**src/design/shsf_pkg.sv**
```systemverilog
// ----------------------------------------------------------------------------
// shsf_pkg
// Shared types, constants and helper functions for the stream header strip
// FIFO: phase and error codes, item kinds, ring and header sizes.
// ----------------------------------------------------------------------------
package shsf_pkg;

    localparam int RING_DEPTH   = 65536;
    localparam int HEADER_LIMIT = 1024;

    localparam int RING_AW  = $clog2(RING_DEPTH);
    localparam int PTR_W    = RING_AW + 1;
    localparam int HCNT_W   = $clog2(HEADER_LIMIT);
    localparam int FILL_W   = 17;
    localparam int CREDIT_W = 18;
    localparam int PLEN_W   = 16;
    localparam int MS_W     = 32;
    localparam int CFG_AW   = 2;
    localparam int CFG_DW   = 32;

    localparam logic [CREDIT_W-1:0] CREDIT_MAX = {CREDIT_W{1'b1}};
    localparam logic [HCNT_W-1:0]   HDR_LAST   = HCNT_W'(HEADER_LIMIT - 1);

    localparam logic [39:0] STATUS_TEXT = 40'h2032303020;   // " 200 "
    localparam logic [31:0] HDR_END     = 32'h0D0A0D0A;     // CR LF CR LF

    typedef enum logic [2:0] {
        PH_IDLE      = 3'd0,
        PH_HEADERS   = 3'd1,
        PH_BUFFERING = 3'd2,
        PH_STREAMING = 3'd3,
        PH_ERROR     = 3'd4
    } t_phase;

    typedef enum logic [2:0] {
        ERR_NONE     = 3'd0,
        ERR_HDR_LONG = 3'd1,
        ERR_REJECTED = 3'd2,
        ERR_OVERFLOW = 3'd3,
        ERR_STALLED  = 3'd4
    } t_err;

    typedef enum logic [2:0] {
        KIND_BYTE    = 3'd0,
        KIND_PKT_END = 3'd1,
        KIND_READ    = 3'd2,
        KIND_POLL    = 3'd3,
        KIND_RESTART = 3'd4,
        KIND_STOP    = 3'd5
    } t_kind;

    typedef enum logic [1:0] {
        CFG_PREBUF    = 2'd0,
        CFG_FLOW_HIGH = 2'd1,
        CFG_FLOW_LOW  = 2'd2,
        CFG_STALL_MS  = 2'd3
    } t_cfg_reg;

    // Result of one item, before the read data returns from the ring.
    typedef struct packed {
        t_phase              phase;
        t_err                error_code;
        logic                read_valid;
        logic [FILL_W-1:0]   fill_level;
        logic [CREDIT_W-1:0] credit_release;
    } t_result;

    // Access to the ring store for one item.
    typedef struct packed {
        logic               we;
        logic [RING_AW-1:0] waddr;
        logic [7:0]         wdata;
        logic               re;
        logic [RING_AW-1:0] raddr;
    } t_ram_req;

    function automatic logic [7:0] http_char(input logic [2:0] pos);
        logic [7:0] c;
        unique case (pos)
            3'd0:    c = 8'h48; // H
            3'd1:    c = 8'h54; // T
            3'd2:    c = 8'h54; // T
            3'd3:    c = 8'h50; // P
            3'd4:    c = 8'h2F; // /
            3'd5:    c = 8'h31; // 1
            3'd6:    c = 8'h2E; // .
            default: c = 8'h00;
        endcase
        return c;
    endfunction

    function automatic logic [7:0] icy_char(input logic [2:0] pos);
        logic [7:0] c;
        unique case (pos)
            3'd0:    c = 8'h49; // I
            3'd1:    c = 8'h43; // C
            3'd2:    c = 8'h59; // Y
            3'd3:    c = 8'h20; // space
            3'd4:    c = 8'h32; // 2
            3'd5:    c = 8'h30; // 0
            3'd6:    c = 8'h30; // 0
            default: c = 8'h00;
        endcase
        return c;
    endfunction

endpackage

```
**src/design/shsf_out.sv**
```systemverilog
// ----------------------------------------------------------------------------
// shsf_out
// Result pipeline: a stage that waits for the ring read data, then the
// output register. The input side stalls only when both are full and the
// output is stalled.
// ----------------------------------------------------------------------------
module shsf_out
    import shsf_pkg::*;
(
    input  logic                i_clk,
    input  logic                i_rst_n,
    input  logic                i_load,
    input  t_result             i_result,
    input  logic [7:0]          i_ram_rdata,
    input  logic                i_stall,
    output logic                o_busy,
    output logic                o_valid,
    output logic [2:0]          o_phase,
    output logic [2:0]          o_error_code,
    output logic                o_read_valid,
    output logic [7:0]          o_read_data,
    output logic [FILL_W-1:0]   o_fill_level,
    output logic [CREDIT_W-1:0] o_credit_release
);

    logic       r_s1_valid;
    t_result    r_s1;
    logic       r_o_valid;
    t_result    r_o;
    logic [7:0] r_o_data;
    logic       s1_adv;

    assign s1_adv = r_s1_valid && (!r_o_valid || !i_stall);
    assign o_busy = r_s1_valid && r_o_valid && i_stall;

    always_ff @(posedge i_clk) begin
        if (!i_rst_n) begin
            r_s1_valid <= 1'b0;
            r_o_valid  <= 1'b0;
        end else begin
            if (i_load) begin
                r_s1_valid <= 1'b1;
            end else if (s1_adv) begin
                r_s1_valid <= 1'b0;
            end
            if (s1_adv) begin
                r_o_valid <= 1'b1;
            end else if (r_o_valid && !i_stall) begin
                r_o_valid <= 1'b0;
            end
        end
    end

    // The ring holds its read data until the next read, which cannot be
    // issued before this word moves on.
    always_ff @(posedge i_clk) begin
        if (i_load) begin
            r_s1 <= i_result;
        end
        if (s1_adv) begin
            r_o      <= r_s1;
            r_o_data <= r_s1.read_valid ? i_ram_rdata : 8'h00;
        end
    end

    assign o_valid          = r_o_valid;
    assign o_phase          = r_o.phase;
    assign o_error_code     = r_o.error_code;
    assign o_read_valid     = r_o.read_valid;
    assign o_read_data      = r_o_data;
    assign o_fill_level     = r_o.fill_level;
    assign o_credit_release = r_o.credit_release;

`ifndef SYNTHESIS
    // A word never enters the first stage while it is still occupied and blocked.
    a_no_overwrite: assert property (@(posedge i_clk) disable iff (!i_rst_n)
        (r_s1_valid && !s1_adv) |-> !i_load)
        else $error("result stage overwritten");

    // A word waiting in the first stage is still there next cycle.
    a_s1_holds: assert property (@(posedge i_clk) disable iff (!i_rst_n)
        (r_s1_valid && !s1_adv) |=> (r_s1_valid && $stable(r_s1)))
        else $error("blocked result word lost");
`endif

endmodule

```
**config.mk**
```make
export PLATFORM = sky130hd
export DESIGN_NAME = shsf_out
export DESIGN_NICKNAME = d
export VERILOG_FILES = /design/src/design/shsf_pkg.sv /design/src/design/shsf_out.sv
export SDC_FILE = /design/constraint.sdc
export NUM_CORES = 1
export LEC_CHECK = 0
export BUFFER_PORTS_ARGS = -buffer_cell sky130_fd_sc_hd__buf_2
export CAP_MARGIN = 20
export CORE_MARGIN = 4
export CORE_UTILIZATION = 52
export CTS_CLUSTER_SIZE = 24
export DETAILED_ROUTE_END_ITERATION = 10
export MAX_ROUTING_LAYER = met4
export PLACE_DENSITY = 0.83
export SLEW_MARGIN = 20
export SYNTH_ARGS = -nofsm -noshare
export SYNTH_HDL_FRONTEND = slang
export SYNTH_SLANG_ARGS = --single-unit
```
**constraint.sdc**
```tcl
create_clock -name i_clk -period 14.45 [get_ports i_clk]
set_input_delay 0 -clock i_clk [delete_from_list [all_inputs] [get_ports i_clk]]
set_output_delay 0 -clock i_clk [all_outputs]
set_load 0.02 [all_outputs]
```
# Word-level counts from Yosys, hierarchy flattened
# Index checks and enable logic that the tools add are counted.
dict set report word_totals {
  register_bits 94
  inputBits 54
  output_inout_bits 52
  word_cells 26
}
dict set report classes {
  n_mux 4
  n_reduce_logical 9
}
# op n
set ops {}
lappend ops {{$logic_and A1 B1 Y1} 4}
lappend ops {{$mux W1} 4}
lappend ops {{$reduce_bool A2 Y1} 2}
lappend ops {{$logic_not A1 Y1} 2}
lappend ops {{$logic_or A1 B1 Y1} 1}

# Longest topological paths before layout
dict set report depth {
  depth_word 5
  ltp_mapped 2
  mapped_depth_nobuf 2
}

# Least setup slack after synthesis
# OpenSTA, ideal clock, no wires.
dict set report synth_timing {
  kind {reg-to-reg}
  from {register r_o_valid, in the netlist o_valid}
  to {register r_o (netlist bit o_credit_release[0]), enable pin}
  setup_ns 0.534
  arrival_time_ns 4.032
  required_ns 13.916
  slack_ns 9.885
  stages_incl_launch_ff 2
  path_buffers 0
  period_less_slack_ns 4.565
  path_cell_list {dfxtp_1 -> a21boi_0}
}
dict set report synth_via {
  elab_chain_len 3
}
# item line_no
set synth_rtl {}
lappend synth_rtl {{from (decl)} shsf_out.sv:28} ;# logic r_o_valid;
lappend synth_rtl {{from (signal assigned)} shsf_out.sv:39} ;# r_o_valid <= 1'b0;
lappend synth_rtl {{from (signal assigned)} shsf_out.sv:47} ;# r_o_valid <= 1'b1;
lappend synth_rtl {{from (signal assigned)} shsf_out.sv:49} ;# r_o_valid <= 1'b0;
lappend synth_rtl {{$logic_not A1 Y1} shsf_out.sv:33} ;# assign s1_adv = r_s1_valid && (!r_o_valid || !i_stall);
lappend synth_rtl {{$logic_or A1 B1 Y1} shsf_out.sv:33}
lappend synth_rtl {{$logic_and A1 B1 Y1} shsf_out.sv:33}
lappend synth_rtl {{net s1_adv} shsf_out.sv:31} ;# logic s1_adv;
lappend synth_rtl {{to (signal assigned)} shsf_out.sv:61} ;# r_o <= r_s1;
lappend synth_rtl {{to (decl)} shsf_out.sv:29} ;# t_result r_o;
# The timed path passes the listed nets, and every way through them passes these cells.
# A chain may end at the register's enable or synchronous reset.

# Final worst setup path
dict set report layout_timing {
  from {register r_s1_valid}
  to {register r_o (netlist bit o_fill_level[13]), enable pin}
}
dict set report layout_via {
  elab_chain_len 1
}
# item line_no
set layout_rtl {}
lappend layout_rtl {{from (decl)} shsf_out.sv:26} ;# logic r_s1_valid;
lappend layout_rtl {{from (signal assigned)} shsf_out.sv:38} ;# r_s1_valid <= 1'b0;
lappend layout_rtl {{from (signal assigned)} shsf_out.sv:42} ;# r_s1_valid <= 1'b1;
lappend layout_rtl {{from (signal assigned)} shsf_out.sv:44} ;# r_s1_valid <= 1'b0;
lappend layout_rtl {{$logic_and A1 B1 Y1} shsf_out.sv:33}
lappend layout_rtl {{net s1_adv} shsf_out.sv:31}
# The timed path passes the listed nets, and every way through them passes these cells.

==> flow_metrics.py <==
metrics = {
    "critical_path": {
        "worstPathRequired_ns": 14.43,
        "cpMaxStageDelayCell": "buf_4",
        "critPathKind": "register to register",
        "crit_arrival_ns": 1.44,
        "crit_fanout": 50,
        "cp_slowest_stage_delay_ns": 0.50,
        "start_kind": "register",
        "cp-end-kind": "register",
        "crit_chain": "a21boi_4 -> buf_4",
    },
    "final_layout": {
        "multi_input_area_um2": 98.8,
        "regArea_mm2": 0.00280,
        "syn_to_final_growth_pct": 46.4,
        "drive_above_1_share_pct": 44.1,
        "fillers": 280,
        "diodes": 0,
        "layout.nets": 330,
    },
    "timing": {
        "max_freq_mhz": 686,
        "fin_skew_ns": 0.00758,
        "finalSetupViolCount": 0,
        "maxSlewHeadroom_pct": 35.6,
        "fin_crit_sh_pct": 10.1,
        "hold_viol_final": 0,
        "tightest_slew_ns": 0.966,
        "grt_setup_unrepaired": "false",
        "whs_ns": 0.348,
        "drv_slew": 0,
        "finalSetupTns_ns": 0,
        "min_period_ns": 1.46,
    },
    "floorplanning": {
        "die_w_um": 82.6,
        "core_mm2": 0.00524,
        "core.rowCount": 26,
        "die_h_um": 82.6,
        "initial_core_util_pct": 55.2,
        "fp.dieArea_mm2": 0.00682,
        "boundaryPins": 106,
    },
    "global_routing": {
        "track_usage_pct": 19.6,
        "grt_max_degree": 51,
        "antenna_found_initial": 0,
        "grt_pass1_vias": 1750,
        "use_met1_pct": 21.0,
        "use_met2_pct": 33.7,
        "grt_pass1_wl_mm": 8.76,
        "grt_use_met3_pct": 4.88,
        "gr-max-usage-layer": "met2",
        "grt_overflow": 0,
    },
    "clocking": {
        "cts_resized": 0,
        "cts_root_buf": "clkbuf_8",
        "cts.sinks": 94,
        "htree_levels": 3,
        "clkTransAtPathRegs_ns": 0.09,
        "postCtsSetupRepairBufs": 0,
        "clk_latency_ns": 0.35,
        "clock_path_buffers": 2,
        "cts_tree": "yes",
        "cts_buffers": 9,
    },
    "yosys": {
        "syn_area_mm2": 0.00289,
        "synthCells": 107,
        "yosys_warnings": 0,
        "ys_seq_area_share_pct": 97.0,
        "avgSynthCellArea_um2": 27.0,
        "ys_types": 8,
        "syn_nets": 161,
        "ys_ff_latch": 94,
    },
    "placed_design": {
        "portBuffers": 105,
        "post-dp-hpwl_mm": 3.16,
        "place.gp.congestion": 0.690,
    },
    "run_status": {
        "run_status": "complete, no violations",
    },
    "detailed_routing": {
        "drt_wl_total_mm": 5.79,
        "dr_total_vias": 1592,
        "drtPass1Iterations": 4,
        "viasPerCell": 4.54,
        "ant_nets": 0,
        "post_drt_wl_per_cell_um": 16.5,
        "route.detailed.drc": 0,
        "drt_iter0_drc": 59,
    },
    "power_and_ir_drop": {
        "power_mw": 0.531,
        "p_leak_nw": 1.67,
        "powerDensity_mw_per_mm2": 125,
        "peakVddDrop_mv": 0.0831,
    },
    "run": {
        "cap_violations": 0,
    },
    "worst_hold_path": {
        "hp-class": "primary input to register",
    },
}
==> power by group <==
part | switching (mW) | internal, mW
clock | 0.0850 | 0.0787
sequential | 0.00474 | 0.320
combinational | 0.0222 | 0.0202
total | 0.112 | 0.419
==> worst paths after layout <==
check | depth (start not counted) | startpoint | end | slack [ns]
worst min-delay path | 2 | i_result[8] | r_s1[8] | 0.35
worst max register to register | 2 | r_s1_valid | o_fill_level[13] | 12.99
worst max-delay path | 2 | r_s1_valid | o_fill_level[13] | 12.99
worst min register to register | 0 | r_s1[18] | o_fill_level[0] | 0.42
==> cells in the mapped netlist <==
master     n  area [um^2]
a21boi_0   1         7.51
and2_1     8         50.1
and3_4     1         11.3
o21a_1     1         7.51
a21oi_1    1         5.00
dfxtp_1    2         40.0
nor2b_1    1         6.26
edfxtp_1  92         2760
==> per-stage QoR <==
stage / area [um^2] / cells / utilization, % / setup slack (ns)
2_1_floorplan: 2890 / 107 / - / 9.88
3_3_place_gp: 3520 / 283 / 67.2 / 13.07
3_5_place_dp: 3520 / 283 / 67.2 / 13.03
4_1_cts: 4230 / 351 / 80.8 / 13.01
5_1_grt: 4230 / 351 / 80.8 / 12.92
6_report: 4230 / 351 / 80.8 / 12.99
==> layout by cell type (no fill, tap or decap), drive strengths merged <==
| cell type | instances |
|---|---|
| clkbuf | 9 |
| and2 | 8 |
| edfxtp | 92 |
| nor2b | 1 |
| and3 | 1 |
| o21a | 1 |
| clkinv | 4 |
| clkinvlp | 2 |
| a21boi | 1 |
| dfxtp | 2 |
| dlygate4sd3 | 52 |
| bufinv | 1 |
| a21oi | 1 |
| buf | 106 |
==> per-layer routing <==
metal / up-vias / part of all wire, %
met3: 13 / 8.9
met5: - / 0
li1: 762 / -
met4: 0 / 2.4
met1: 730 / 37
met2: 87 / 52
==> state kept, by name, indices dropped and copies added, names as in the netlist <==
| register | flops |
|---|---|
| r_s1 | 42 |
| o_credit_release | 18 |
| o_fill_level | 17 |
| o_read_data | 8 |
| o_error_code | 3 |
| o_phase | 3 |
| o_read_valid | 1 |
| o_valid | 1 |
| r_s1_valid | 1 |
==> logic make-up (layout without fill, tap and decap cells) <==
family	after synthesis	in the layout	share of synthesized area [%]
flops	94	94	97.0
simple gates	10	10	2.34
buf+inv	0	174	0
compound gates	3	3	0.693
==> area by class of cell <==
type | count | area share (%)
Tap cell | 70 | 2.07
Clock inverter | 7 | 1.54
Multi-Input combinational cell | 13 | 2.34
Sequential cell | 94 | 66.2
Timing Repair Buffer | 158 | 24.9
Clock buffer | 9 | 2.93
==> worst max-delay path, delay by kind of cell (launching register included) <==
kind            cells  cell delay [ns]
buf+inv             1             0.50
flops               1             0.39
compound gates      1             0.18
==> what timing repair did <==
| item | 4_1_cts | 5_1_grt |
|---|---|---|
| endpoints found under the setup margin | 0 | 0 |
| hold buffers | 52 | 0 |
| hold endpoints to repair | 52 | 0 |
(Power assumes the default switching activity.)
