**src/design/shsf_pkg.sv**
```systemverilog
// ----------------------------------------------------------------------------
// shsf_pkg
// Shared types, constants and helper functions for the stream header strip
// FIFO: phase and error codes, item kinds, ring and header sizes.
// ----------------------------------------------------------------------------
package shsf_pkg;

    localparam int RING_DEPTH   = 65536;
    localparam int HEADER_LIMIT = 1024;

    localparam int RING_AW  = $clog2(RING_DEPTH);
    localparam int PTR_W    = RING_AW + 1;
    localparam int HCNT_W   = $clog2(HEADER_LIMIT);
    localparam int FILL_W   = 17;
    localparam int CREDIT_W = 18;
    localparam int PLEN_W   = 16;
    localparam int MS_W     = 32;
    localparam int CFG_AW   = 2;
    localparam int CFG_DW   = 32;

    localparam logic [CREDIT_W-1:0] CREDIT_MAX = {CREDIT_W{1'b1}};
    localparam logic [HCNT_W-1:0]   HDR_LAST   = HCNT_W'(HEADER_LIMIT - 1);

    localparam logic [39:0] STATUS_TEXT = 40'h2032303020;   // " 200 "
    localparam logic [31:0] HDR_END     = 32'h0D0A0D0A;     // CR LF CR LF

    typedef enum logic [2:0] {
        PH_IDLE      = 3'd0,
        PH_HEADERS   = 3'd1,
        PH_BUFFERING = 3'd2,
        PH_STREAMING = 3'd3,
        PH_ERROR     = 3'd4
    } t_phase;

    typedef enum logic [2:0] {
        ERR_NONE     = 3'd0,
        ERR_HDR_LONG = 3'd1,
        ERR_REJECTED = 3'd2,
        ERR_OVERFLOW = 3'd3,
        ERR_STALLED  = 3'd4
    } t_err;

    typedef enum logic [2:0] {
        KIND_BYTE    = 3'd0,
        KIND_PKT_END = 3'd1,
        KIND_READ    = 3'd2,
        KIND_POLL    = 3'd3,
        KIND_RESTART = 3'd4,
        KIND_STOP    = 3'd5
    } t_kind;

    typedef enum logic [1:0] {
        CFG_PREBUF    = 2'd0,
        CFG_FLOW_HIGH = 2'd1,
        CFG_FLOW_LOW  = 2'd2,
        CFG_STALL_MS  = 2'd3
    } t_cfg_reg;

    // Result of one item, before the read data returns from the ring.
    typedef struct packed {
        t_phase              phase;
        t_err                error_code;
        logic                read_valid;
        logic [FILL_W-1:0]   fill_level;
        logic [CREDIT_W-1:0] credit_release;
    } t_result;

    // Access to the ring store for one item.
    typedef struct packed {
        logic               we;
        logic [RING_AW-1:0] waddr;
        logic [7:0]         wdata;
        logic               re;
        logic [RING_AW-1:0] raddr;
    } t_ram_req;

    function automatic logic [7:0] http_char(input logic [2:0] pos);
        logic [7:0] c;
        unique case (pos)
            3'd0:    c = 8'h48; // H
            3'd1:    c = 8'h54; // T
            3'd2:    c = 8'h54; // T
            3'd3:    c = 8'h50; // P
            3'd4:    c = 8'h2F; // /
            3'd5:    c = 8'h31; // 1
            3'd6:    c = 8'h2E; // .
            default: c = 8'h00;
        endcase
        return c;
    endfunction

    function automatic logic [7:0] icy_char(input logic [2:0] pos);
        logic [7:0] c;
        unique case (pos)
            3'd0:    c = 8'h49; // I
            3'd1:    c = 8'h43; // C
            3'd2:    c = 8'h59; // Y
            3'd3:    c = 8'h20; // space
            3'd4:    c = 8'h32; // 2
            3'd5:    c = 8'h30; // 0
            3'd6:    c = 8'h30; // 0
            default: c = 8'h00;
        endcase
        return c;
    endfunction

endpackage

```
**src/design/shsf_ctrl.sv**
```systemverilog
// ----------------------------------------------------------------------------
// shsf_ctrl
// Session control: configuration registers, header parser, ring pointers,
// flow-control credit and stall detection. Each accepted word updates the
// registered state and issues at most one ring access.
// ----------------------------------------------------------------------------
module shsf_ctrl
    import shsf_pkg::*;
(
    input  logic              i_clk,
    input  logic              i_rst_n,
    input  logic              i_cfg_we,
    input  logic [CFG_AW-1:0] i_cfg_addr,
    input  logic [CFG_DW-1:0] i_cfg_wdata,
    input  logic              i_accept,
    input  logic [2:0]        i_kind,
    input  logic [7:0]        i_data_byte,
    input  logic [PLEN_W-1:0] i_packet_length,
    input  logic [MS_W-1:0]   i_now_ms,
    output t_ram_req          o_ram_req,
    output t_result           o_result
);

    logic [FILL_W-1:0]   r_prebuf;
    logic [FILL_W-1:0]   r_flow_high;
    logic [FILL_W-1:0]   r_flow_low;
    logic [MS_W-1:0]     r_stall_ms;

    t_phase              r_phase,     n_phase;
    t_err                r_error,     n_error;
    logic [PTR_W-1:0]    r_wp,        n_wp;
    logic [PTR_W-1:0]    r_rp,        n_rp;
    logic [CREDIT_W-1:0] r_withheld,  n_withheld;
    logic [HCNT_W-1:0]   r_hcnt,      n_hcnt;
    logic [39:0]         r_recent,    n_recent;
    logic                r_http_ok,   n_http_ok;
    logic                r_icy_ok,    n_icy_ok;
    logic                r_status,    n_status;
    logic                r_overflow,  n_overflow;
    logic [MS_W-1:0]     r_last_ms,   n_last_ms;

    t_kind               kind;
    logic                active;
    logic                body;
    logic [PTR_W-1:0]    fill;
    logic                full;
    logic                wr_body;
    logic                rd_ring;
    logic [CREDIT_W-1:0] credit;
    logic [CREDIT_W:0]   credit_sum;
    logic [MS_W-1:0]     idle_ms;
    logic [HCNT_W-1:0]   hcnt_inc;
    logic [39:0]         recent_sh;
    logic                http_ok_h;
    logic                icy_ok_h;
    logic                status_h;
    logic                pass;

    assign kind    = t_kind'(i_kind);
    assign active  = (r_phase == PH_HEADERS) || (r_phase == PH_BUFFERING)
                     || (r_phase == PH_STREAMING);
    assign body    = (r_phase == PH_BUFFERING) || (r_phase == PH_STREAMING);
    assign fill    = r_wp - r_rp;
    assign full    = fill[PTR_W-1];
    assign wr_body = i_accept && (kind == KIND_BYTE) && body && !full;
    assign rd_ring = i_accept && (kind == KIND_READ) && (fill != '0);

    assign credit_sum = {1'b0, r_withheld} + (CREDIT_W+1)'(i_packet_length);
    assign idle_ms    = i_now_ms - r_last_ms;

    // Header byte tracking, evaluated against the incoming byte.
    assign hcnt_inc  = r_hcnt + 1'b1;
    assign recent_sh = {r_recent[31:0], i_data_byte};
    assign http_ok_h = r_http_ok && !((r_hcnt < HCNT_W'(7))
                       && (i_data_byte != http_char(r_hcnt[2:0])));
    assign icy_ok_h  = r_icy_ok && !((r_hcnt < HCNT_W'(7))
                       && (i_data_byte != icy_char(r_hcnt[2:0])));
    assign status_h  = r_status || ((hcnt_inc >= HCNT_W'(5)) && (recent_sh == STATUS_TEXT));
    assign pass      = (hcnt_inc >= HCNT_W'(7))
                       && ((http_ok_h && status_h) || icy_ok_h);

    // Next state for one accepted word.
    always_comb begin
        n_phase    = r_phase;
        n_error    = r_error;
        n_wp       = r_wp;
        n_rp       = r_rp;
        n_withheld = r_withheld;
        n_hcnt     = r_hcnt;
        n_recent   = r_recent;
        n_http_ok  = r_http_ok;
        n_icy_ok   = r_icy_ok;
        n_status   = r_status;
        n_overflow = r_overflow;
        n_last_ms  = r_last_ms;
        credit     = '0;
        if (i_accept) begin
            unique case (kind)
                KIND_BYTE: begin
                    if (r_phase == PH_HEADERS) begin
                        if (r_hcnt >= HDR_LAST) begin
                            n_phase = PH_ERROR;
                            n_error = ERR_HDR_LONG;
                        end else begin
                            n_hcnt    = hcnt_inc;
                            n_recent  = recent_sh;
                            n_http_ok = http_ok_h;
                            n_icy_ok  = icy_ok_h;
                            n_status  = status_h;
                            if ((hcnt_inc >= HCNT_W'(4)) && (recent_sh[31:0] == HDR_END)) begin
                                if (pass) begin
                                    n_phase = PH_BUFFERING;
                                end else begin
                                    n_phase = PH_ERROR;
                                    n_error = ERR_REJECTED;
                                end
                            end
                        end
                    end else if (body) begin
                        if (full) begin
                            n_overflow = 1'b1;
                        end else begin
                            n_wp = r_wp + 1'b1;
                        end
                    end
                end
                KIND_PKT_END: begin
                    if (active) begin
                        n_withheld = credit_sum[CREDIT_W] ? CREDIT_MAX
                                                          : credit_sum[CREDIT_W-1:0];
                        if (fill < r_flow_high) begin
                            credit     = n_withheld;
                            n_withheld = '0;
                        end
                        n_last_ms = i_now_ms;
                        if (r_overflow) begin
                            n_overflow = 1'b0;
                            n_phase    = PH_ERROR;
                            n_error    = ERR_OVERFLOW;
                        end else if ((r_phase == PH_BUFFERING) && (fill >= r_prebuf)) begin
                            n_phase = PH_STREAMING;
                        end
                    end
                end
                KIND_READ: begin
                    if (fill != '0) begin
                        n_rp = r_rp + 1'b1;
                    end
                end
                KIND_POLL: begin
                    if (active) begin
                        if ((r_withheld != '0) && (fill <= r_flow_low)) begin
                            credit     = r_withheld;
                            n_withheld = '0;
                        end
                        if (body && (n_withheld == '0) && (idle_ms >= r_stall_ms)) begin
                            n_phase = PH_ERROR;
                            n_error = ERR_STALLED;
                        end
                    end
                end
                KIND_RESTART, KIND_STOP: begin
                    n_wp       = '0;
                    n_rp       = '0;
                    n_withheld = '0;
                    n_error    = ERR_NONE;
                    n_hcnt     = '0;
                    n_recent   = '0;
                    n_http_ok  = 1'b1;
                    n_icy_ok   = 1'b1;
                    n_status   = 1'b0;
                    n_overflow = 1'b0;
                    if (kind == KIND_RESTART) begin
                        n_last_ms = i_now_ms;
                        n_phase   = PH_HEADERS;
                    end else begin
                        n_phase = PH_IDLE;
                    end
                end
                default: begin
                end
            endcase
        end
    end

    // Ring access and result of the word.
    always_comb begin
        o_ram_req.we    = wr_body;
        o_ram_req.waddr = r_wp[RING_AW-1:0];
        o_ram_req.wdata = i_data_byte;
        o_ram_req.re    = rd_ring;
        o_ram_req.raddr = r_rp[RING_AW-1:0];

        o_result.phase          = n_phase;
        o_result.error_code     = n_error;
        o_result.read_valid     = rd_ring;
        o_result.fill_level     = FILL_W'(n_wp - n_rp);
        o_result.credit_release = credit;
    end

    always_ff @(posedge i_clk) begin
        if (!i_rst_n) begin
            r_prebuf    <= FILL_W'(32768);
            r_flow_high <= FILL_W'(49152);
            r_flow_low  <= FILL_W'(32768);
            r_stall_ms  <= MS_W'(7000);
        end else if (i_cfg_we) begin
            unique case (t_cfg_reg'(i_cfg_addr))
                CFG_PREBUF:    r_prebuf    <= i_cfg_wdata[FILL_W-1:0];
                CFG_FLOW_HIGH: r_flow_high <= i_cfg_wdata[FILL_W-1:0];
                CFG_FLOW_LOW:  r_flow_low  <= i_cfg_wdata[FILL_W-1:0];
                CFG_STALL_MS:  r_stall_ms  <= i_cfg_wdata[MS_W-1:0];
                default: begin
                end
            endcase
        end
    end

    always_ff @(posedge i_clk) begin
        if (!i_rst_n) begin
            r_phase    <= PH_IDLE;
            r_error    <= ERR_NONE;
            r_wp       <= '0;
            r_rp       <= '0;
            r_withheld <= '0;
            r_hcnt     <= '0;
            r_recent   <= '0;
            r_http_ok  <= 1'b1;
            r_icy_ok   <= 1'b1;
            r_status   <= 1'b0;
            r_overflow <= 1'b0;
            r_last_ms  <= '0;
        end else begin
            r_phase    <= n_phase;
            r_error    <= n_error;
            r_wp       <= n_wp;
            r_rp       <= n_rp;
            r_withheld <= n_withheld;
            r_hcnt     <= n_hcnt;
            r_recent   <= n_recent;
            r_http_ok  <= n_http_ok;
            r_icy_ok   <= n_icy_ok;
            r_status   <= n_status;
            r_overflow <= n_overflow;
            r_last_ms  <= n_last_ms;
        end
    end

`ifndef SYNTHESIS
    // The ring never holds more than its depth.
    a_fill_bound: assert property (@(posedge i_clk) disable iff (!i_rst_n)
        fill <= PTR_W'(RING_DEPTH))
        else $error("ring fill level beyond depth");

    // An error code is held exactly while the session is in the error phase.
    a_error_phase: assert property (@(posedge i_clk) disable iff (!i_rst_n)
        (r_phase == PH_ERROR) == (r_error != ERR_NONE))
        else $error("error code does not match phase");

    // A stop empties the ring and drops any withheld credit.
    a_stop_clears: assert property (@(posedge i_clk) disable iff (!i_rst_n)
        (i_accept && (kind == KIND_STOP)) |=>
            ((r_wp == r_rp) && (r_withheld == '0) && (r_phase == PH_IDLE)))
        else $error("stop left session state behind");
`endif

endmodule

```
**config.mk**
```make
export PLATFORM = sky130hd
export DESIGN_NAME = shsf_ctrl
export DESIGN_NICKNAME = d
export VERILOG_FILES = /design/src/design/shsf_pkg.sv /design/src/design/shsf_ctrl.sv
export SDC_FILE = /design/constraint.sdc
export NUM_CORES = 1
export LEC_CHECK = 0
export BUFFER_PORTS_ARGS = -buffer_cell sky130_fd_sc_hd__buf_2
export CORE_ASPECT_RATIO = 0.7
export CORE_MARGIN = 3
export CORE_UTILIZATION = 45
export DETAILED_ROUTE_END_ITERATION = 8
export GPL_TIMING_DRIVEN = 0
export PLACE_DENSITY = 0.67
export SLEW_MARGIN = 0
export SYNTH_ARGS = -nofsm -noshare
export SYNTH_HDL_FRONTEND = slang
export SYNTH_SLANG_ARGS = --single-unit
```
**constraint.sdc**
```tcl
create_clock -name i_clk -period 9.7 [get_ports i_clk]
set_input_delay 1.94 -clock i_clk [delete_from_list [all_inputs] [get_ports i_clk]]
set_output_delay 1.94 -clock i_clk [all_outputs]
set_load 0.01 [all_outputs]
```
After elaboration in Yosys (flattened, before gate mapping)
Cells that the tools add are included.
{"block": "word_totals", "regBits": 219, "out_inout_bits": 84, "wordCells": 177, "input_bits": 97}
{"block": "op_classes", "order_cmp": 9, "muxes": 70, "n_addsub": 7, "eq_ne": 29, "reduce_logical": 46}
{"operator": "18-bit two-way mux", "count": 13}
{"operator": "32-bit two-way mux", "count": 4}
{"operator": "32-bit one-hot mux with 2 select lines", "count": 2}
{"operator": "17-bit two-way mux", "count": 6}
{"operator": "7-bit one-hot mux with 6 select lines", "count": 2}
{"operator": "17-bit one-hot mux with 2 select lines", "count": 2}
{"operator": "3-bit two-way mux", "count": 19}
{"operator": "18-bit one-hot mux with 3 select lines", "count": 1}
{"operator": "40-bit by 38-bit equality test with 1-bit output (second input constant)", "count": 1}
{"operator": "18-bit one-hot mux with 2 select lines", "count": 1}
{"operator": "17-bit by 1-bit adder with 17-bit output (second input constant)", "count": 2}
{"operator": "17-bit subtractor", "count": 2}
{"operator": "32-bit by 28-bit equality test with 1-bit output (second input constant)", "count": 1}
{"operator": "32-bit greater-or-equal comparator", "count": 1}
{"operator": "32-bit subtractor", "count": 1}
{"operator": "10-bit by 3-bit greater-or-equal comparator with 1-bit output (second input constant)", "count": 3}
{"operator": "3-bit one-hot mux with 4 select lines", "count": 2}
{"operator": "10-bit two-way mux", "count": 2}
{"operator": "10-bit one-hot mux with 2 select lines", "count": 1}
{"operator": "18-bit by 16-bit adder with 19-bit output", "count": 1}
{"operator": "3-bit by 2-bit equality test with 1-bit output (second input constant)", "count": 6}
{"operator": "18-bit logical NOT", "count": 1}
{"operator": "18-bit nonzero test", "count": 1}
{"operator": "17-bit greater-or-equal comparator", "count": 1}
{"operator": "other kinds (26)", "count": 85}

Longest topological paths before layout
Gate-level depths: netlist of run 1.
{"block": "depth", "depth_word": 16, "depth_mapped": 26, "ltp_nobuf": 26}

Worst setup path before layout of run 1
No wires, ideal clock.
{"block": "synth_timing", "path_type": "input-to-output", "startpoint": "input i_now_ms[0]", "endpoint": "output o_result[41] in the netlist's numbering", "setup_slack_ps": 1213, "t_arrival_ps": 6547, "stages": 26, "path_buffers": 0, "path_cell_list": "inv_1 > ha_1 > inv_1 > fa_1 > a21o_1 > a21oi_1 > o21bai_1 > a31o_2 > a21oi_1 > a31oi_1 > nor2_1 > a21oi_1 > a221o_1 > a211oi_1 > xnor2_1 > ha_1 > nand4_1 > nor2_1 > nand3_1 > or3_1 > nor4_1 > a21oi_1 > a21oi_1 > or3b_2 > a21oi_1 > a211oi_1"}
{"item": "start: declaration", "line_no": "shsf_ctrl.sv:19", "rtl": "input logic [MS_W-1:0] i_now_ms,"}
{"item": "end: declaration", "line_no": "shsf_ctrl.sv:21", "rtl": "output t_result o_result"}

==> summary.txt, run 1 <==
Status
  – Outcome: completed

Setup path
  – Family of cells with the greatest summed delay on the critical path: compound AO/OA/AOI/OAI gates
  – Crit path buf inv count: 4
  – Category of the critical setup timing path: input port to output port
  – Slowest stage cell on the critical path: or3_4
  – Worst R2R End: r_phase[0]
  – Register-to-Register Path Depth: 25
  – Reg2reg start: r_last_ms[1]
  – Peak fanout along the critical path: 3
  – CP Data Arrival Time: 7350 ps
  – CP peak stage delay: 420 ps
  – Critical Path Source Type: input port
  – Critical path capture point type: output port
  – Data required time of the worst path: 7760 ps
  – Flop-to-flop setup slack: 4090 ps
  – Critical Path Most Common Cell: a21oi_1

Synthesis
  – Multiplexer share of the synthesized area: 0.629%
  – Synthesized-area fraction occupied by adder cells: 13.7%
  – Count of unique library cells instantiated by Yosys: 85
  – Post-synth top area share: 27.2%
  – Cell type contributing the most total cell area after synthesis: dfxtp_1
  – Total nets after synthesis: 2,446
  – Number of synthesized flops with an enable pin: 0
  – Combinational family with the most area after synthesis: compound AO/OA/AOI/OAI gates
  – Flip-flop and latch count after synthesis: 219
  – Count of warnings emitted by yosys: 0
  – Biggest area contributors in the synthesized netlist: dfxtp_1, ha_1, nand2_1
  – Average cell area after synthesis: 7.40 sq um
  – Synthesized instance count: 2,175
  – Combined area of all synthesized cells: 16,100 sq um
  – Simple-gate area share of the yosys netlist: 22.8%
  – Predominant post-synthesis flop cell: dfxtp_1
  – Synth Area in Compound Gates: 23.5%
  – Post-synthesis sequential area ratio: 27.2%
  – Parity-gate share of the synthesized area counting xor and xnor cells: 3.90%
  – Async S/R FF share, synth: 0%

Flow run
  – # Max-Cap Violations: 0

CTS
  – TritonCTS clock tree: done
  – CTS sink cnt: 219
  – Root Driver: clkbuf_16
  – Number of buffers inserted during clock tree synthesis: 25
  – Number of H-tree levels: 1
  – Maximum root-to-sink buffer count: 3
  – Clock latency on the worst-skew pair: 540 ps
  – Number of hold buffers added after CTS: 0
  – Clk pin slew, worst setup/hold paths: 60 ps

Floorplan
  – Overall die area: 38,100 sq um
  – Cell row count: 57
  – Core Area: 35,000 sq um
  – Horizontal die dimension: 232 um
  – Boundary Pins: 181
  – Die Height: 164 um
  – Initial cell density of the core: 46.0%

Final layout
  – Fill cell total of the finished layout: 3,317
  – Design Area, Final: 18,500 sq um
  – Fraction of final layout cells with drive strength greater than 1: 13.1%
  – Antenna diode count: 0
  – Total Nets Final: 2,652
  – Core Util, Final: 52.9%
  – Synth-to-Final Area Change: 15.1%
  – Number of standard cells in the final layout excluding fillers: 2,872

Global routing
  – Grt ovf: 0
  – Number of antenna violations at the first check in global routing: 1
  – Vias in the first global route: 14.9k
  – Wire length of the first global-routing pass: 77,800 um
  – Largest net degree at the start of global routing: 14
  – Total track usage: 25.0%

Placed design
  – Final estimated routing congestion in global placement: 0.942
  – Estimated wirelength of the detail-placed design: 38,700 um
  – Placed cells: 2,825
  – Post-place setup slack: -413 ps
  – Total cell area at the placement stage: 17,600 sq um
  – Port bufs: 178

STA
  – Post-route setup TNS: 0 ps
  – Ratio of final minimum period to clock period: 95.8%
  – Final-report hold violation count: 0
  – Setup ws final: 411 ps
  – Skew final: 14.9 ps
  – Final Setup Violations: 0
  – Number of max-slew violations in the final report: 0
  – Unrepaired setup endpoints after global routing: false
  – Achievable Freq: 108 MHz
  – Transition time at the pin with the least slew margin: 1260 ps
  – Worst slew slack as a fraction of its limit: 15.2%
  – Period minus WS final: 9290 ps

Worst hold path
  – WHS Endpoint: r_recent[27]
  – Worst hold path startpoint: r_recent[27]
  – Worst Hold Path Cells: 2
  – Worst min-delay path category: flip-flop to flip-flop

Pwr
  – Leak pwr: 7.87 nW
  – Power per standard cell area: 124 nW/um^2
  – Worst IR Drop VDD: 0.0000974 V

Routing
  – Wire length reported by the detailed router: 49,400 um
  – Drt initial violations: 1,454
  – Length of the first detailed-routing pass in iterations: 5
  – Remaining antenna violation count: 0
  – Residual DRC: 0
  – Routed WL per cell: 17.2 um
  – Number of vias per cell: 5.65
  – Count of vias placed by the detailed router: 16.2k
## per-layer routing
metal	part of all wire, %	track usage (%)
met5	0.014	0
met4	2.2	5.54
met3	7.6	4.00
met2	42	37.6
met1	49	37.3
## repair_timing
action                     4_1_cts  5_1_grt
buffers inserted                 1        0
pin swaps                        2        2
setup endpoints to repair        6        6
resized for setup                3       10
## layout by cell type, fill, tap and decap left out, drive strengths merged, types with 15 or more instances in the layout
master and n:
nor3 35, nand4 24, or3 15, o21ai 115, inv 179, dfxtp 219, xnor2 50, nand2b 21
nand2 374, nor2b 25, o21a 23, buf 232, a21oi 243, ha 170, a31oi 24, nor2 112
xor2 19, nand3 69, a21o 58, nor4 25, clkbuf 109, and2 34, and3 21, o211ai 18
a211oi 15
## state kept, by name, summed over array words and instances (netlist names)
signal	cells
r_stall_ms	32
r_wp	17
r_error	3
r_rp	17
r_prebuf	17
r_flow_low	17
r_hcnt	10
r_icy_ok	1
r_recent	32
r_withheld	18
r_overflow	1
r_status	1
r_phase	3
r_last_ms	32
r_http_ok	1
r_flow_high	17
## area by class of cell
cell class | instances | area (sq um) | area share [%]
Timing Repair Buffer | 179 | 898 | 4.85
Inverter | 179 | 672 | 3.62
Tap cell | 472 | 591 | 3.19
Buffer | 130 | 662 | 3.57
Clock buffer | 32 | 702 | 3.79
Sequential cell | 219 | 4380 | 23.7
Clock inverter | 14 | 186 | 1.01
Multi-Input combinational cell | 1647 | 10400 | 56.3
## report_power, final
part | switching, W | internal, W
sequential | 0.00000843 | 0.000916
combinational | 0.000209 | 0.000133
clock | 0.000410 | 0.000620
total | 0.000628 | 0.00167
## logic make-up (layout without fill, tap and decap cells)
group / Yosys count / in the layout
DFF: 219 / 219
xor gates and xnor gates: 70 / 70
muxes: 10 / 10
AOI/OAI and AO/OA: 606 / 606
adders and majority gates: 174 / 174
and+or+nand+nor: 787 / 787
buffers and inverters: 309 / 534
## worst min-delay path: stages, from the launching register on
cell and delay (ps):
dfxtp_1 310, nand2_1 50, a21oi_1 50
## per-stage QoR
stage | total power [W] | hold WS [ps]
finish | 0.00230 | 453
global route | 0.00239 | 469
CTS | 0.00231 | 454
detailed placement | 0.00128 | 447
global placement | 0.00127 | 434
floorplan | 0.00117 | 426
## worst max path at each step
stage           startpoint            to  slack (ps)  cells after the start
4_1_cts        i_now_ms[0]  o_result[41]          40                     28
2_1_floorplan  i_now_ms[0]  o_result[41]        1210                     26
3_3_place_gp   i_now_ms[0]  o_result[41]        -240                     28
5_1_grt        i_now_ms[0]  o_result[41]           9                     28
6_report       i_now_ms[0]  o_result[41]         410                     28
3_5_place_dp   i_now_ms[0]  o_result[41]        -410                     28
## synthesized netlist by cell type (4+ instances only)
library cell and count:
a2111oi_0 7, a211oi_1 14, a21boi_0 10, a21o_1 58, a21oi_1 242, a22o_1 8
a22oi_1 6, a311oi_1 7, a31o_2 4, a31oi_1 24, a41o_1 4, a41oi_1 4
and2_1 34, and3_1 20, and4_1 6, buf_2 7, buf_4 44, clkbuf_1 77
dfxtp_1 219, fa_1 4, ha_1 170, inv_1 177, mux2i_1 9, nand2_1 374
nand2b_1 21, nand3_1 69, nand4_1 24, nor2_1 111, nor2b_1 24, nor3_1 33
nor3b_1 4, nor4_1 24, nor4b_1 4, o2111ai_1 4, o211ai_1 18, o21a_1 23
o21ai_0 111, o21ai_1 4, o21bai_1 9, o221ai_1 5, o31ai_1 9, or2_2 4
or3_1 15, xnor2_1 50, xor2_1 19
No activity file was read; power rests on OpenSTA's default activity.
==> run 2: changes to the inputs <==
--- a/config.mk
+++ b/config.mk
@@ -9,6 +9,7 @@
 export CORE_ASPECT_RATIO = 0.7
 export CORE_MARGIN = 3
 export CORE_UTILIZATION = 45
+export CTS_BUF_LIST = sky130_fd_sc_hd__clkbuf_8
 export DETAILED_ROUTE_END_ITERATION = 8
 export GPL_TIMING_DRIVEN = 0
 export PLACE_DENSITY = 0.67
==> run 2 against run 1 <==
Effect of this change:
- utilization fell by 0.11 points
- non-clock buffer count rose by 2
- flip-flop and latch count did not move
- fmax fell by 1.2%
- final area fell by 0.22%
- register-to-register slack got worse by 80 ps
- critical endpoint is now o_result[36]
==> summary.txt, run 2 (synthesis gave the netlist of run 1 again) <==
Setup path
  – Flop-to-flop setup slack: 4010 ps (was 4090 ps)
  – Peak fanout along the critical path: 3 (unchanged)
  – Critical path capture point type: output port (unchanged)
  – Critical Path Source Type: input port (unchanged)
  – CP Data Arrival Time: 7460 ps (was 7350 ps)
  – Data required time of the worst path: 7760 ps (about the same)
  – Category of the critical setup timing path: input port to output port (unchanged)

Final layout
  – Synth-to-Final Area Change: 14.9% (was 15.1%)
  – Top Registers: r_last_ms (32), r_recent (32), r_stall_ms (32) (unchanged)
  – Total Nets Final: 2,667 (was 2,652)
  – Fraction of final layout cells with drive strength greater than 1: 13.7% (was 13.1%)
  – Fill cell total of the finished layout: 3,328 (was 3,317)
  – Highest-count cells in the layout ignoring fill and taps: nand2_1, a21oi_1, dfxtp_1 (unchanged)
  – Leading cell type in the layout, fill and taps excluded: nand2_1 (unchanged)
  – Number of standard cells in the final layout excluding fillers: 2,894 (was 2,872)
  – Antenna diode count: 0 (unchanged)

CTS
  – CTS sink cnt: 219 (unchanged)
  – TritonCTS clock tree: done (unchanged)
  – Clk pin slew, worst setup/hold paths: 60 ps (about the same)
  – Clock latency on the worst-skew pair: 560 ps (was 540 ps)
  – Root Driver: clkbuf_8 (was clkbuf_16)
  – Number of buffers inserted during clock tree synthesis: 38 (was 25)
  – Number of H-tree levels: 2 (was 1)
  – Maximum root-to-sink buffer count: 3 (unchanged)

Routing
  – Routed WL per cell: 17.2 um (about the same)
  – Number of vias per cell: 5.62 (was 5.65)
  – Residual DRC: 0 (unchanged)
  – Length of the first detailed-routing pass in iterations: 7 (was 5)
  – Count of vias placed by the detailed router: 16.3k (was 16.2k)
  – Drt initial violations: 1,409 (was 1,454)
  – Remaining antenna violation count: 0 (unchanged)
  – Wire length reported by the detailed router: 49,800 um (was 49,400 um)

Floorplan
  – Overall die area: 38,100 sq um (unchanged)
  – Core Area: 35,000 sq um (unchanged)
  – Boundary Pins: 181 (unchanged)
  – Horizontal die dimension: 232 um (unchanged)
  – Die Height: 164 um (unchanged)
  – Initial cell density of the core: 46.0% (unchanged)
  – Cell row count: 57 (unchanged)

Pwr
  – Leak pwr: 7.90 nW (was 7.87 nW)
  – Worst IR Drop VDD: 0.000137 V (was 0.0000974 V)
  – Power per standard cell area: 120 nW/um^2 (was 124 nW/um^2)

Global routing
  – Grt ovf: 0 (unchanged)
  – Vias in the first global route: 14.9k (about the same)
  – Number of antenna violations at the first check in global routing: 1 (unchanged)
  – Wire length of the first global-routing pass: 78,100 um (was 77,800 um)
  – Total track usage: 25.2% (was 25.0%)
  – Largest net degree at the start of global routing: 11 (was 14)

Placed design
  – Final estimated routing congestion in global placement: 0.942 (unchanged)
  – Port bufs: 178 (unchanged)
  – Post-place setup slack: -413 ps (unchanged)
  – Placed cells: 2,825 (unchanged)
  – Estimated wirelength of the detail-placed design: 38,700 um (unchanged)

STA
  – Achievable Freq: 106 MHz (was 108 MHz)
  – Final-report hold violation count: 0 (unchanged)
  – Number of max-slew violations in the final report: 0 (unchanged)
  – Ratio of final minimum period to clock period: 96.9% (was 95.8%)
  – Skew final: 17.7 ps (was 14.9 ps)
  – Worst slew slack as a fraction of its limit: 15.3% (was 15.2%)
  – Final Setup Violations: 0 (unchanged)
  – Transition time at the pin with the least slew margin: 1260 ps (about the same)
  – Unrepaired setup endpoints after global routing: false (unchanged)
  – Setup ws final: 302 ps (was 411 ps)
  – Period minus WS final: 9400 ps (was 9290 ps)

Flow run
  – # Max-Cap Violations: 0 (unchanged)

Status
  – Outcome: completed (unchanged)

Worst hold path
  – Worst min-delay path category: flip-flop to flip-flop (unchanged)
[run 2: final timing paths]
path                      from      endpoint  cells past startpoint
setup / recovery   i_now_ms[1]  o_result[36]                     27
setup reg to reg  r_last_ms[1]    r_phase[0]                     26
hold / removal    r_recent[27]  r_recent[27]                      2
hold reg to reg   r_recent[27]  r_recent[27]                      2
[run 2: power by group]
group	switching [W]	internal, W	leakage (nW)
registers	0.00000846	0.000916	1.77
clock network	0.000410	0.000537	0.457
logic	0.000210	0.000133	5.67
[run 2: final cells by class]
class | count | area (sq um) | area share [%]
Multi-Input combinational cell | 1647 | 10400 | 56.4
Sequential cell | 219 | 4380 | 23.7
Timing Repair Buffer | 181 | 913 | 4.94
Clock buffer | 53 | 729 | 3.94
Inverter | 179 | 672 | 3.63
Buffer | 130 | 662 | 3.58
Tap cell | 472 | 591 | 3.19
Clock inverter | 13 | 110 | 0.595
[run 2: what timing repair did]
item | CTS | global route
setup endpoints to repair | 6 | 6
resized for setup | 3 | 9
pin swaps | 0 | 2
buffers inserted | 0 | 3
hold buffers | 0 | 0
[run 2: metrics by stage]
step                      total power [W]  cell area [sq um]  util (%)  hold slack (ps)  setup TNS, ps
after floorplan                   0.00117              16100         -              426              0
after global placement            0.00127              17600      50.2              434           -288
after detailed placement          0.00128              17600      50.2              447           -822
after CTS                         0.00223              18400      52.6              455              0
after global routing              0.00231              18500      52.8              469              0
final                             0.00221              18500      52.8              452              0
[run 2: worst max-delay path: stages]
cell	delay, ps
buf_2	130
ha_1	280
nor2b_1	130
o21a_1	170
o21ai_0	390
a211oi_1	190
o21ai_1	330
a21oi_1	200
o31ai_1	230
nand2b_1	130
a31oi_1	310
mux2i_1	220
nand3_1	100
ha_1	310
a21o_1	190
a21o_1	180
a21o_1	180
a21o_1	160
a21oi_1	140
nor2b_1	60
o21ai_1	290
a21oi_2	130
buf_4	160
o21ai_0	230
a31oi_1	100
o22ai_1	400
buf_2	200
[run 2: routing by layer]
| layer | vias to the layer above | track usage, % | wire, um |
|---|---|---|---|
| met5 | - | 0 | 7 |
| met3 | 65 | 4.98 | 3790 |
| met4 | 2 | 5.99 | 889 |
| met1 | 7591 | 37.2 | 24300 |
| met2 | 585 | 37.7 | 20800 |
| li1 | 8022 | - | - |
==> run 3: changes to the inputs <==
--- a/config.mk
+++ b/config.mk
@@ -12,7 +12,7 @@
 export CTS_BUF_LIST = sky130_fd_sc_hd__clkbuf_8
 export DETAILED_ROUTE_END_ITERATION = 8
 export GPL_TIMING_DRIVEN = 0
-export PLACE_DENSITY = 0.67
+export PLACE_DENSITY = 0.66
 export SLEW_MARGIN = 0
 export SYNTH_ARGS = -nofsm -noshare
 export SYNTH_HDL_FRONTEND = slang
==> run 3 against run 2 <==
Effect of this change:
- utilization is 0.12 points lower
- first-iteration DRC count is 9.9% lower
- clock skew is 11 ps higher
- clock power is 5.4% lower
==> summary.txt, run 3 (synthesis gave the netlist of run 1 again) <==
Setup path
  – CP Data Arrival Time: 7410 ps (was 7460 ps)
  – Data required time of the worst path: 7760 ps (about the same)
  – Peak fanout along the critical path: 3 (unchanged)
  – Category of the critical setup timing path: input port to output port (unchanged)
  – Critical Path Source Type: input port (unchanged)
  – Critical path capture point type: output port (unchanged)

CTS
  – Number of H-tree levels: 2 (unchanged)
  – Number of hold buffers added after CTS: 0 (unchanged)
  – Number of buffers inserted during clock tree synthesis: 39 (was 38)
  – TritonCTS clock tree: done (unchanged)
  – CTS sink cnt: 219 (unchanged)
  – Clk pin slew, worst setup/hold paths: 60 ps (about the same)
  – Maximum root-to-sink buffer count: 3 (unchanged)
  – Root Driver: clkbuf_8 (unchanged)
  – Clock latency on the worst-skew pair: 570 ps (was 560 ps)

Final layout
  – Number of standard cells in the final layout excluding fillers: 2,896 (was 2,894)
  – Fraction of final layout cells with drive strength greater than 1: 13.7% (about the same)
  – Total Nets Final: 2,667 (unchanged)
  – Leading cell type in the layout, fill and taps excluded: nand2_1 (unchanged)
  – Highest-count cells in the layout ignoring fill and taps: nand2_1, a21oi_1, dfxtp_1 (unchanged)
  – Synth-to-Final Area Change: 14.6% (was 14.9%)
  – Top Registers: r_last_ms (32), r_recent (32), r_stall_ms (32) (unchanged)
  – Design Area, Final: 18,500 sq um (about the same)

STA
  – Number of max-slew violations in the final report: 0 (unchanged)
  – Post-route setup TNS: 0 ps (unchanged)
  – Achievable Freq: 107 MHz (was 106 MHz)
  – Transition time at the pin with the least slew margin: 1320 ps (was 1260 ps)
  – Final-report hold violation count: 0 (unchanged)
  – Setup ws final: 349 ps (was 302 ps)
  – Skew final: 28.3 ps (was 17.7 ps)
  – Unrepaired setup endpoints after global routing: false (unchanged)
  – Final Setup Violations: 0 (unchanged)
  – Ratio of final minimum period to clock period: 96.4% (was 96.9%)
  – Period minus WS final: 9350 ps (was 9400 ps)
  – Worst slew slack as a fraction of its limit: 11.5% (was 15.3%)

Routing
  – Length of the first detailed-routing pass in iterations: 5 (was 7)
  – Count of vias placed by the detailed router: 16.1k (was 16.3k)
  – Wire length reported by the detailed router: 49,000 um (was 49,800 um)
  – Residual DRC: 0 (unchanged)
  – Remaining antenna violation count: 0 (unchanged)
  – Routed WL per cell: 16.9 um (was 17.2 um)
  – Number of vias per cell: 5.55 (was 5.62)
  – Drt initial violations: 1,270 (was 1,409)

Global routing
  – Vias in the first global route: 14.9k (about the same)
  – Largest net degree at the start of global routing: 11 (unchanged)
  – Total track usage: 25.3% (was 25.2%)
  – Number of antenna violations at the first check in global routing: 1 (unchanged)
  – Wire length of the first global-routing pass: 78,000 um (was 78,100 um)
  – Grt ovf: 0 (unchanged)

Placed design
  – Port bufs: 178 (unchanged)
  – Placed cells: 2,825 (unchanged)
  – Final estimated routing congestion in global placement: 0.899 (was 0.942)
  – Estimated wirelength of the detail-placed design: 38,200 um (was 38,700 um)
  – Post-place setup slack: -287 ps (was -413 ps)
  – Total cell area at the placement stage: 17,600 sq um (unchanged)

Floorplan
  – Core Area: 35,000 sq um (unchanged)
  – Die Height: 164 um (unchanged)
  – Initial cell density of the core: 46.0% (unchanged)
  – Boundary Pins: 181 (unchanged)
  – Overall die area: 38,100 sq um (unchanged)
  – Horizontal die dimension: 232 um (unchanged)
  – Cell row count: 57 (unchanged)

Pwr
  – Leak pwr: 7.88 nW (was 7.90 nW)
  – Total design power: 0.00216 W (was 0.00221 W)
  – Power per standard cell area: 117 nW/um^2 (was 120 nW/um^2)
  – Worst IR Drop VDD: 0.000105 V (was 0.000137 V)

Status
  – Outcome: completed (unchanged)

Worst hold path
  – Worst min-delay path category: flip-flop to flip-flop (unchanged)

Flow run
  – # Max-Cap Violations: 0 (unchanged)
## run 3: final cells by class
cell class | count | area [sq um]
inverters | 179 | 672
clock buffers | 49 | 674
clock inverters | 19 | 114
plain buffers | 130 | 662
well taps | 472 | 591
diodes | 1 | 2.50
flip-flops and latches | 219 | 4380
repair buffers | 180 | 906
multi-input cells | 1647 | 10500
fillers | 3396 | 16600
## run 3: final timing paths
check / cells past startpoint / slack, ps / startpoint / end
worst max-delay path: 27 / 350 / i_now_ms[1] / o_result[36]
worst min register to register: 2 / 450 / r_prebuf[2] / r_prebuf[2]
worst min-delay path: 2 / 450 / r_prebuf[2] / r_prebuf[2]
worst max register to register: 25 / 4050 / r_last_ms[1] / r_phase[2]
## run 3: worst max-delay path, cell delays in order
cell,delay (ps)
buf_2,130
ha_1,280
nor2b_1,120
o21a_1,170
o21ai_0,390
a211oi_1,190
o21ai_1,320
a21oi_1,180
o31ai_1,230
nand2b_1,120
a31oi_1,310
mux2i_1,230
nand3_1,120
ha_1,310
a21o_1,180
a21o_1,170
a21o_1,170
a21o_1,170
a21oi_1,130
nor2b_1,50
o21ai_0,350
a21oi_2,150
buf_4,160
o21ai_0,230
a31oi_1,100
o22ai_1,340
buf_2,190
## run 3: power by group
group          switching (W)  internal, W
logic               0.000207     0.000133
clock network       0.000414     0.000482
registers         0.00000831     0.000917
total               0.000629      0.00153
## run 3: through the flow
stage                     util (%)  hold slack [ps]
final                         52.7              454
after global routing          52.7              471
after CTS                     52.5              453
after detailed placement      50.2              446
after global placement        50.2              434
after floorplan                  -              426
## run 3: layer usage
layer / vias to the layer above / routed length [um] / global-route usage (%)
met2: 560 / 20400 / 38.4
met3: 93 / 3670 / 4.56
met4: 2 / 1160 / 7.32
met1: 7410 / 23700 / 36.4
met5: - / 7 / 0
li1: 8013 / - / -
## run 3: what timing repair did
item / CTS / global route
pin swaps: 0 / 5
resized for setup: 3 / 12
endpoints found under the setup margin: 2 / 6
hold endpoints to repair: 0 / 0
setup buffers: 0 / 2
